--- src/rtl/rgb_to_hsl_defines.svh ---
`ifndef RGB_TO_HSL_DEFINES_SVH
`define RGB_TO_HSL_DEFINES_SVH

// check a property on every edge outside reset
`define RTH_ASSERT(lbl, clk, rst, prop, msg) \
   lbl: assert property (@(posedge clk) disable iff (rst) (prop)) else $error(msg);

// check a property on every edge, reset included
`define RTH_ASSERT_ALWAYS(lbl, clk, prop, msg) \
   lbl: assert property (@(posedge clk) (prop)) else $error(msg);

`endif

--- src/rtl/rgb2hsl_pkg.sv ---
`default_nettype none

package rgb2hsl_pkg;

   localparam int CHAN_W      = 8;
   localparam int HUE_W       = 12;
   localparam int SAT_W       = 10;
   localparam int LIGHT_W     = 10;

   localparam int HUE_NUM_W   = 21;
   localparam int HUE_DEN_W   = 9;
   localparam int SAT_NUM_W   = 19;
   localparam int SAT_DEN_W   = 9;
   localparam int LIGHT_NUM_W = 20;
   localparam int QUO_W       = 12;

   // ceil(2**30 / 1020): exact floor division for light_num below 2**20
   localparam int LIGHT_RCP_W = 21;
   localparam int LIGHT_SHIFT = 30;
   localparam logic [LIGHT_RCP_W-1:0] LIGHT_RCP = LIGHT_RCP_W'(1052689);

   typedef struct packed {
      logic [HUE_NUM_W-1:0]   hue_num;
      logic [HUE_DEN_W-1:0]   hue_den;
      logic [SAT_NUM_W-1:0]   sat_num;
      logic [SAT_DEN_W-1:0]   sat_den;
      logic [LIGHT_NUM_W-1:0] light_num;
   } prep_type;

endpackage

`default_nettype wire

--- src/rtl/rgb_to_hsl.sv ---
// Throughput: one word per clock; a prep stage feeds two 12-stage
// restoring dividers for hue and saturation that run in lockstep, one
// quotient bit per stage, and a reciprocal multiply for lightness, delayed to match.
// A stalled response holds the whole pipeline in place.
// Reset clears the valid bits only; data registers are not reset.
`default_nettype none

`include "rgb_to_hsl_defines.svh"

module rgb_to_hsl (
   input  wire logic                                clock,
   input  wire logic                                reset,
   input  wire logic                                req_valid,
   output logic                                     req_stall,
   input  wire logic [rgb2hsl_pkg::CHAN_W-1:0]      req_red,
   input  wire logic [rgb2hsl_pkg::CHAN_W-1:0]      req_green,
   input  wire logic [rgb2hsl_pkg::CHAN_W-1:0]      req_blue,
   output logic                                     rsp_valid,
   input  wire logic                                rsp_stall,
   output logic      [rgb2hsl_pkg::HUE_W-1:0]       rsp_hue_tenths,
   output logic      [rgb2hsl_pkg::SAT_W-1:0]       rsp_saturation_tenths,
   output logic      [rgb2hsl_pkg::LIGHT_W-1:0]     rsp_lightness_tenths
);

   localparam int STAGES       = 1 + rgb2hsl_pkg::QUO_W;
   localparam int LIGHT_PROD_W = rgb2hsl_pkg::LIGHT_NUM_W + rgb2hsl_pkg::LIGHT_RCP_W;

   logic                             advance;
   logic [STAGES-1:0]                valid_ff;
   logic [STAGES-1:0]                valid_in;
   rgb2hsl_pkg::prep_type            prep_ff;
   logic [rgb2hsl_pkg::QUO_W-1:0]    hue_quo;
   logic [rgb2hsl_pkg::QUO_W-1:0]    sat_quo;
   logic [LIGHT_PROD_W-1:0]          light_prod;
   logic [rgb2hsl_pkg::LIGHT_W-1:0]  light_ff [rgb2hsl_pkg::QUO_W];
   logic                             rsp_gray;

   assign advance   = !valid_ff[STAGES-1] || !rsp_stall;
   assign req_stall = !advance;

   always_comb begin
      valid_in = valid_ff;
      if (advance) begin
         valid_in = {valid_ff[STAGES-2:0], req_valid};
      end
   end

   always_ff @(posedge clock) begin
      if (reset) begin
         valid_ff <= '0;
      end else begin
         valid_ff <= valid_in;
      end
   end

   rgb2hsl_prep u_prep (
      .clock   (clock),
      .advance (advance),
      .red     (req_red),
      .green   (req_green),
      .blue    (req_blue),
      .prep_ff (prep_ff)
   );

   rgb2hsl_div #(
      .NUM_W (rgb2hsl_pkg::HUE_NUM_W),
      .DEN_W (rgb2hsl_pkg::HUE_DEN_W),
      .QUO_W (rgb2hsl_pkg::QUO_W)
   ) u_hue_div (
      .clock   (clock),
      .advance (advance),
      .num     (prep_ff.hue_num),
      .den     (prep_ff.hue_den),
      .quo     (hue_quo)
   );

   rgb2hsl_div #(
      .NUM_W (rgb2hsl_pkg::SAT_NUM_W),
      .DEN_W (rgb2hsl_pkg::SAT_DEN_W),
      .QUO_W (rgb2hsl_pkg::QUO_W)
   ) u_sat_div (
      .clock   (clock),
      .advance (advance),
      .num     (prep_ff.sat_num),
      .den     (prep_ff.sat_den),
      .quo     (sat_quo)
   );

   assign light_prod = LIGHT_PROD_W'(prep_ff.light_num)
                     * LIGHT_PROD_W'(rgb2hsl_pkg::LIGHT_RCP);

   // hold lightness in step with the dividers
   always_ff @(posedge clock) begin
      if (advance) begin
         light_ff[0] <= light_prod[rgb2hsl_pkg::LIGHT_SHIFT +: rgb2hsl_pkg::LIGHT_W];
         for (int k = 1; k < rgb2hsl_pkg::QUO_W; k++) begin
            light_ff[k] <= light_ff[k-1];
         end
      end
   end

   assign rsp_valid             = valid_ff[STAGES-1];
   assign rsp_hue_tenths        = hue_quo[rgb2hsl_pkg::HUE_W-1:0];
   assign rsp_saturation_tenths = sat_quo[rgb2hsl_pkg::SAT_W-1:0];
   assign rsp_lightness_tenths  = light_ff[rgb2hsl_pkg::QUO_W-1];
   assign rsp_gray              = (rsp_saturation_tenths == '0);

   `RTH_ASSERT(a_hue_range, clock, reset, rsp_valid |-> rsp_hue_tenths <= 12'd3599, "hue range")
   `RTH_ASSERT(a_sat_range, clock, reset, rsp_valid |-> rsp_saturation_tenths <= 10'd1000, "sat range")
   `RTH_ASSERT(a_light_range, clock, reset, rsp_valid |-> rsp_lightness_tenths <= 10'd1000, "light range")
   `RTH_ASSERT(a_gray_hue, clock, reset, rsp_valid && rsp_gray |-> rsp_hue_tenths == '0, "gray hue")
   `RTH_ASSERT_ALWAYS(a_reset_clear, clock, $past(reset) |-> !rsp_valid, "valid after reset")

endmodule

`default_nettype wire

--- src/rtl/rgb2hsl_prep.sv ---
`default_nettype none

module rgb2hsl_prep (
   input  wire logic                               clock,
   input  wire logic                               advance,
   input  wire logic [rgb2hsl_pkg::CHAN_W-1:0]     red,
   input  wire logic [rgb2hsl_pkg::CHAN_W-1:0]     green,
   input  wire logic [rgb2hsl_pkg::CHAN_W-1:0]     blue,
   output rgb2hsl_pkg::prep_type                   prep_ff
);

   localparam logic [11:0] BASE_RED_POS = 12'd0;
   localparam logic [11:0] BASE_RED_NEG = 12'd3600;
   localparam logic [11:0] BASE_GREEN   = 12'd1200;
   localparam logic [11:0] BASE_BLUE    = 12'd2400;

   rgb2hsl_pkg::prep_type prep_in;

   logic [7:0]         mx;
   logic [7:0]         mn;
   logic [7:0]         d;
   logic [8:0]         s;
   logic [7:0]         den;
   logic [11:0]        base;
   logic signed [8:0]  x;
   logic [19:0]        base_d;
   logic signed [21:0] hue_sum;
   logic [19:0]        hue_num;

   always_comb begin
      mx = (red > green) ? red : green;
      if (blue > mx) begin
         mx = blue;
      end
      mn = (red < green) ? red : green;
      if (blue < mn) begin
         mn = blue;
      end
      d = mx - mn;
      s = {1'b0, mx} + {1'b0, mn};
      den = (s <= 9'd255) ? s[7:0] : 8'(9'd510 - s);

      if (mx == red) begin
         x    = $signed({1'b0, green}) - $signed({1'b0, blue});
         base = (green >= blue) ? BASE_RED_POS : BASE_RED_NEG;
      end else if (mx == green) begin
         x    = $signed({1'b0, blue}) - $signed({1'b0, red});
         base = BASE_GREEN;
      end else begin
         x    = $signed({1'b0, red}) - $signed({1'b0, green});
         base = BASE_BLUE;
      end
      base_d  = 20'(base) * 20'(d);
      hue_sum = $signed({2'b00, base_d}) + 22'(x) * 22'sd600;
      hue_num = hue_sum[19:0];

      prep_in.light_num = 20'(s) * 20'd2000 + 20'd510;
      if (d == 8'd0) begin
         prep_in.hue_num = '0;
         prep_in.hue_den = 9'd2;
         prep_in.sat_num = '0;
         prep_in.sat_den = 9'd2;
      end else begin
         prep_in.hue_num = {hue_num, 1'b0} + 21'(d);
         prep_in.hue_den = {d, 1'b0};
         prep_in.sat_num = 19'(d) * 19'd2000 + 19'(den);
         prep_in.sat_den = {den, 1'b0};
      end
   end

   always_ff @(posedge clock) begin
      if (advance) begin
         prep_ff <= prep_in;
      end
   end

endmodule

`default_nettype wire

--- src/rtl/rgb2hsl_div.sv ---
`default_nettype none

module rgb2hsl_div #(
   parameter int NUM_W = rgb2hsl_pkg::HUE_NUM_W,
   parameter int DEN_W = rgb2hsl_pkg::HUE_DEN_W,
   parameter int QUO_W = rgb2hsl_pkg::QUO_W
) (
   input  wire logic             clock,
   input  wire logic             advance,
   input  wire logic [NUM_W-1:0] num,
   input  wire logic [DEN_W-1:0] den,
   output logic      [QUO_W-1:0] quo
);

   localparam int CMP_W = NUM_W + DEN_W;

   logic [NUM_W-1:0] rem_ff [QUO_W-1];
   logic [DEN_W-1:0] den_ff [QUO_W-1];
   logic [QUO_W-1:0] quo_ff [QUO_W];

   for (genvar k = 0; k < QUO_W; k++) begin : g_stage
      localparam int BIT = QUO_W - 1 - k;

      logic [NUM_W-1:0] rem_prev;
      logic [DEN_W-1:0] den_prev;
      logic [QUO_W-1:0] quo_prev;
      logic [CMP_W-1:0] shifted;
      logic             take;
      logic [NUM_W-1:0] rem_in;
      logic [QUO_W-1:0] quo_in;

      if (k == 0) begin : g_first
         assign rem_prev = num;
         assign den_prev = den;
         assign quo_prev = '0;
      end else begin : g_next
         assign rem_prev = rem_ff[k-1];
         assign den_prev = den_ff[k-1];
         assign quo_prev = quo_ff[k-1];
      end

      always_comb begin
         shifted     = CMP_W'(den_prev) << BIT;
         take        = CMP_W'(rem_prev) >= shifted;
         rem_in      = take ? NUM_W'(CMP_W'(rem_prev) - shifted) : rem_prev;
         quo_in      = quo_prev;
         quo_in[BIT] = take;
      end

      always_ff @(posedge clock) begin
         if (advance) begin
            quo_ff[k] <= quo_in;
         end
      end

      if (k < QUO_W - 1) begin : g_carry
         always_ff @(posedge clock) begin
            if (advance) begin
               rem_ff[k] <= rem_in;
               den_ff[k] <= den_prev;
            end
         end
      end
   end

   assign quo = quo_ff[QUO_W-1];

endmodule

`default_nettype wire

--- config.mk ---
export PLATFORM = sky130hd
export DESIGN_NAME = rgb_to_hsl
export DESIGN_NICKNAME = d
export VERILOG_FILES = /design/src/rtl/rgb2hsl_pkg.sv /design/src/rtl/rgb_to_hsl.sv /design/src/rtl/rgb2hsl_prep.sv /design/src/rtl/rgb2hsl_div.sv
export VERILOG_INCLUDE_DIRS = /design/src /design/src/rtl
export SDC_FILE = /design/constraint.sdc
export NUM_CORES = 2
export LEC_CHECK = 0
export ABC_AREA = 1
export BUFFER_PORTS_ARGS = -buffer_cell sky130_fd_sc_hd__clkbuf_2
export CORE_UTILIZATION = 60
export DETAILED_ROUTE_END_ITERATION = 10
export PLACE_DENSITY = 0.87
export SLEW_MARGIN = 0
export SYNTH_ARGS = -nofsm -noshare
export SYNTH_HDL_FRONTEND = slang
export SYNTH_SLANG_ARGS = --single-unit
export TNS_END_PERCENT = 50
--- constraint.sdc ---
create_clock -name clock -period 76.5 [get_ports clock]
set_clock_uncertainty 0.15 [all_clocks]
set_input_delay 3.825 -clock clock [delete_from_list [all_inputs] [get_ports clock]]
set_output_delay 3.825 -clock clock [all_outputs]
set_load 0.1 [all_outputs]
# Word level (Yosys, flattened, before mapping)

Memory sizes are Yosys's and may differ from the RTL's.
Index checks and enable logic that the tools add are counted.

Add/sub/neg operators: 32
Multiply operators: 5
$lt $le $gt $ge: 30
Eq/ne operators: 2
Muxes and demuxes: 34
Reductions and logical operators: 5

Operators by type and width:

| operator               | count |
|---|---|
| $mux 21                | 11 |
| $mux 19                | 11 |
| $mul 20x21->40 const B | 1 |
| $mux 8                 | 5 |
| $sub 19x19->19         | 2 |
| $mux 12                | 3 |
| $sub 8x8->9            | 3 |
| $add 21x8->21          | 1 |
| $ge 21x10->1           | 1 |
| $ge 21x11->1           | 1 |
| $ge 21x12->1           | 1 |
| $ge 21x13->1           | 1 |
| $ge 21x14->1           | 1 |
| $ge 21x15->1           | 1 |
| $ge 21x16->1           | 1 |
| $ge 21x17->1           | 1 |
| $ge 21x18->1           | 1 |
| $ge 21x19->1           | 1 |
| $ge 21x20->1           | 1 |
| $ge 21x9->1            | 1 |
| $sub 21x10->21         | 1 |
| $sub 21x11->21         | 1 |
| $sub 21x12->21         | 1 |
| $sub 21x13->21         | 1 |
| 48 further kinds       | 55 |

Register bits after elaboration: 91
Bits in writable memories: 1,046
Input port bits: 28
Logic and storage cells: 123
Memories: 7

Memory list:

| memory           | depth | width | rd ports | clocked after memory_dff | write ports | line              | text |
|---|---|---|---|---|---|---|---|
| u_hue_div.rem_ff | 11    | 21    | 11       | 0                        | 11          | rgb2hsl_div.sv:17 | `logic [NUM_W-1:0] rem_ff [QUO_W-1];` |
| u_sat_div.rem_ff | 11    | 19    | 11       | 0                        | 11          | rgb2hsl_div.sv:17 |  |
| u_hue_div.quo_ff | 12    | 12    | 12       | 0                        | 12          | rgb2hsl_div.sv:19 | `logic [QUO_W-1:0] quo_ff [QUO_W];` |
| u_sat_div.quo_ff | 12    | 12    | 12       | 0                        | 12          | rgb2hsl_div.sv:19 |  |
| light_ff         | 12    | 10    | 12       | 0                        | 12          | rgb_to_hsl.sv:35  | `logic [rgb2hsl_pkg::LIGHT_W-1:0] light_ff [rgb2hsl_pkg::QUO_W];` |
| u_hue_div.den_ff | 11    | 9     | 11       | 0                        | 11          | rgb2hsl_div.sv:18 | `logic [DEN_W-1:0] den_ff [QUO_W-1];` |
| +1 memories      | -     | -     | -        | -                        | -           | -                 |  |

# Depth between registers and ports, before layout

Depth in word-level cells: 10
Gate-level depth with buffers: 67
Mapped depth without buffers: 66

# By module

A second synthesis with hierarchy kept.

Cells, all modules: 6,999
Area total of the unflattened synthesis: 63,769.9 um^2

By module, submodules not included:

| module                  | times used | cells an instance | area each (um^2) |
|---|---|---|---|
| rgb2hsl_div (u_hue_div) | 1          | 2,455             | 22,459.0 |
| rgb2hsl_div (u_sat_div) | 1          | 2,214             | 20,850.0 |
| rgb2hsl_prep            | 1          | 1,582             | 12,774.8 |
| rgb_to_hsl              | 1          | 748               | 7,686.1 |

# Worst setup path before layout

Ideal clock, no wire load.

Path type: input port to flip-flop
Start point: in rsp_stall
End point: mem light_ff[0][0] (netlist bit) (enable)
Setup time: 1,546 ps
Data arrival time: 26,987 ps
Required time: 74,804 ps
Path slack: 47,817 ps
Cell stages on the path: 2
Path buffers: 1
Cell sequence: nand2_1 -> clkbuf_1

RTL lines:

| what               | line             | text |
|---|---|---|
| start: declaration | rgb_to_hsl.sv:19 | `input wire logic rsp_stall,` |
| end: declaration   | rgb_to_hsl.sv:35 |  |

# Worst setup path in the final report

Start point: in req_green[6] (netlist bit)
End point: reg u_prep.prep_ff[77] (netlist name)

Cells in the longest elaborated chain, start to end: 10
Elaborated cells between the ends (all ways): 24

Ends and longest elaborated chain:

| what                                                   | line             | text |
|---|---|---|
| start: declaration                                     | rgb_to_hsl.sv:16 | `input wire logic [rgb2hsl_pkg::CHAN_W-1:0] req_green,` |
| branches (longest 10 deep; another with $add 21x8->21) | -                |  |

Several ways; the timed one is not identified.
A chain may end at the register's enable or synchronous reset.

==> results.py <==
metrics = {
    "detailed_routing": {
        "vias": 33966,
        "drcViolationCount": 0,
        "wirelength_um": 101800,
        "first_pass_iters": 6,
        "ant_nets": 0,
        "drt-wirelength-per-cell_um": 16.48,
        "routed_via_density": 5.499,
        "dr.first_iter.drc_count": 2288,
    },
    "clock_network": {
        "clkSinkCount": 864,
        "clk_pin_slew_worst_paths_ps": 60,
        "cts_made_buffers": 78,
        "cts_buffer_depth": 3,
        "cts_root_buffer": "clkbuf_16",
        "cts_resized": 0,
        "tritoncts": "built",
        "clk_latency_ps": 630,
        "cts.hold.buffers_added": 0,
        "cts_setup_buffers": 0,
        "h-tree-depth": 3,
    },
    "setup_path": {
        "cp-end-kind": "flip-flop",
        "setup.worst_path.start_class": "primary input",
        "critPathMaxFanout": 30,
        "cpMaxStageDelayCell": "inv_1",
        "crit_required_ps": 76740,
        "worstPathArrival_ps": 15820,
        "worstSetupPathType": "primary input to flip-flop",
        "crit_top_cell": "nand2_1",
        "max_stage_delay_ps": 590,
    },
    "placement": {
        "routabilityCongestion": 0.9294,
        "buffer_ports.inserted": 61,
        "hpwl_um": 75760,
    },
    "synthesis": {
        "ys_types": 62,
        "synth_area_sq_um": 51590,
        "seq_area_frac_synth_pct": 50.04,
        "ys_ff_latch": 864,
        "synth_cells": 4858,
        "yosysWarnings": 0,
        "async_flop_share_pct": 0,
        "syn-num-nets": 5559,
        "synth-main-ff-cell": "edfxtp_1",
        "syn_avg_cell_area_sq_um": 10.62,
        "synth_edf_count": 851,
    },
    "sta": {
        "rsz0062_at_grt": "false",
        "post-route-min-period_ps": 15590,
        "holdWs_ps": 258.4,
        "worstMarginPinSlew_ps": 1138,
        "relSlewSlack_pct": 23.80,
        "slew_viol_final": 0,
        "fmax_mhz": 64.16,
        "finalSetupTns_ps": 0,
        "fin_crit_sh_pct": 20.37,
        "setup_viol": 0,
        "finalHoldViolCount": 0,
    },
    "floorplan": {
        "start_util_pct": 60.58,
        "rows": 107,
        "die_h_um": 295.2,
        "dieArea_sq_um": 87150,
        "die_x_um": 295.2,
        "core_sq_um": 85150,
        "boundaryPins": 62,
    },
    "global_route": {
        "grt_pass1_wl_um": 166100,
        "grt_usage_pct": 23.80,
        "antenna_found_initial": 2,
        "grt_max_degree": 189,
        "overflow": 0,
        "first_global_vias": 34936,
    },
    "job": {
        "maxCapViolations": 0,
    },
    "run_status": {
        "status": "complete, no violations",
    },
    "final_layout": {
        "final_nets": 5667,
        "final_common_cell": "edfxtp_1",
        "utilization_pct": 65.55,
        "final_cell_mix": "851 x edfxtp_1, 827 x inv_1, 681 x nand2_1, 526 x ha_1, 333 x nor2_1",
        "areaGrowthSynthToFinish_pct": 8.203,
        "drive_above_1_share_pct": 5.207,
    },
    "hold_path": {
        "hold_class": "flip-flop to flip-flop",
    },
}
[critical path: cells and delay by family]
kind	cells	cell delay [ps]
fa+ha+maj	11	4550
simple gates	26	3880
compound gates	8	1460
buf+inv	11	1400
xor+xnor	3	690
[path summary, 6_finish.rpt]
kind | from | end | slack [ps] | cells past startpoint
worst max-delay path | req_green[6] | u_prep.prep_ff[77] | 60910 | 59
worst min-delay path | u_sat_div.quo_ff[1][32] | u_sat_div.quo_ff[1][44] | 260 | 0
worst max register to register | valid_ff[12] | u_hue_div.den_ff[1][7] | 71860 | 5
worst min register to register | u_sat_div.quo_ff[1][32] | u_sat_div.quo_ff[1][44] | 260 | 0
[per-layer routing]
layer	vias up	share of wire (%)	GRT usage (%)
met1	16025	36	24.37
met2	872	55	47.04
met4	2	4.7	11.71
li1	16775	-	-
met5	-	0.012	0
met3	292	3.6	2.879
[synthesized netlist by cell type (all sizes together) (2+ instances only)]
master,count,area [sq um]
o2111ai,6,52.55
a2111oi,5,43.79
a211oi,15,112.6
or4,5,37.54
ha,526,6581
and2,9,56.31
o31ai,15,112.6
nand4,57,362.8
a21oi,298,1491
xnor2,106,928.4
nor3,57,290.3
a21boi,3,22.52
nor4,46,294.0
o22ai,2,12.51
fa,147,2943
a21o,15,112.6
nand2,702,2705
a41oi,4,35.03
o21bai,22,165.2
a221oi,4,35.03
nand3b,7,52.55
o211ai,8,65.06
nor2,341,1305
dfxtp,13,260.3
o41ai,6,52.55
o311ai,2,17.52
a221o,2,20.02
o221ai,5,43.79
buf,21,170.1
or2,9,56.30
o21ai,281,1406
edfxtp,851,25550
xor2,203,1778
clkbuf,28,105.1
a311oi,2,17.52
o21a,8,60.06
nand3,177,978.4
a31oi,10,62.56
nor3b,3,22.52
inv,832,3126
[cell type report]
class	count	area, sq um
diodes	1	2.502
well taps	1144	1431
multi-input cells	3112	22380
clock buffers	92	2004
clock inverters	54	590.6
repair buffers	77	462.9
fillers	5994	29330
flip-flops and latches	864	25810
inverters	833	3129
[registers in the layout, summed over array words and instances, names as in the netlist]
register,count
light_ff,120
u_hue_div.den_ff,53
u_hue_div.quo_ff,78
u_hue_div.rem_ff,223
u_prep.prep_ff,64
u_sat_div.den_ff,52
u_sat_div.quo_ff,55
u_sat_div.rem_ff,206
valid_ff,13
[per-stage QoR]
step	instances	area (sq um)	worst slack, ps
2_1_floorplan	4858	51590	47820
3_3_place_gp	6030	53220	60420
3_5_place_dp	6030	53220	60270
4_1_cts	6176	55810	60940
5_1_grt	6176	55810	59860
6_report	6177	55820	60910
[cell families after synthesis]
kind of cell / after synthesis / synth area share, %
and+or+nand+nor: 1415 / 11.97
buffers and inverters: 882 / 6.600
DFF: 864 / 50.04
AOI/OAI and AO/OA: 715 / 7.677
adders and majority gates: 673 / 18.46
xor gates and xnor gates: 309 / 5.246
Power is not shown: default switching activity piles up to over one toggle a cycle in this logic, so the estimate is an artifact.
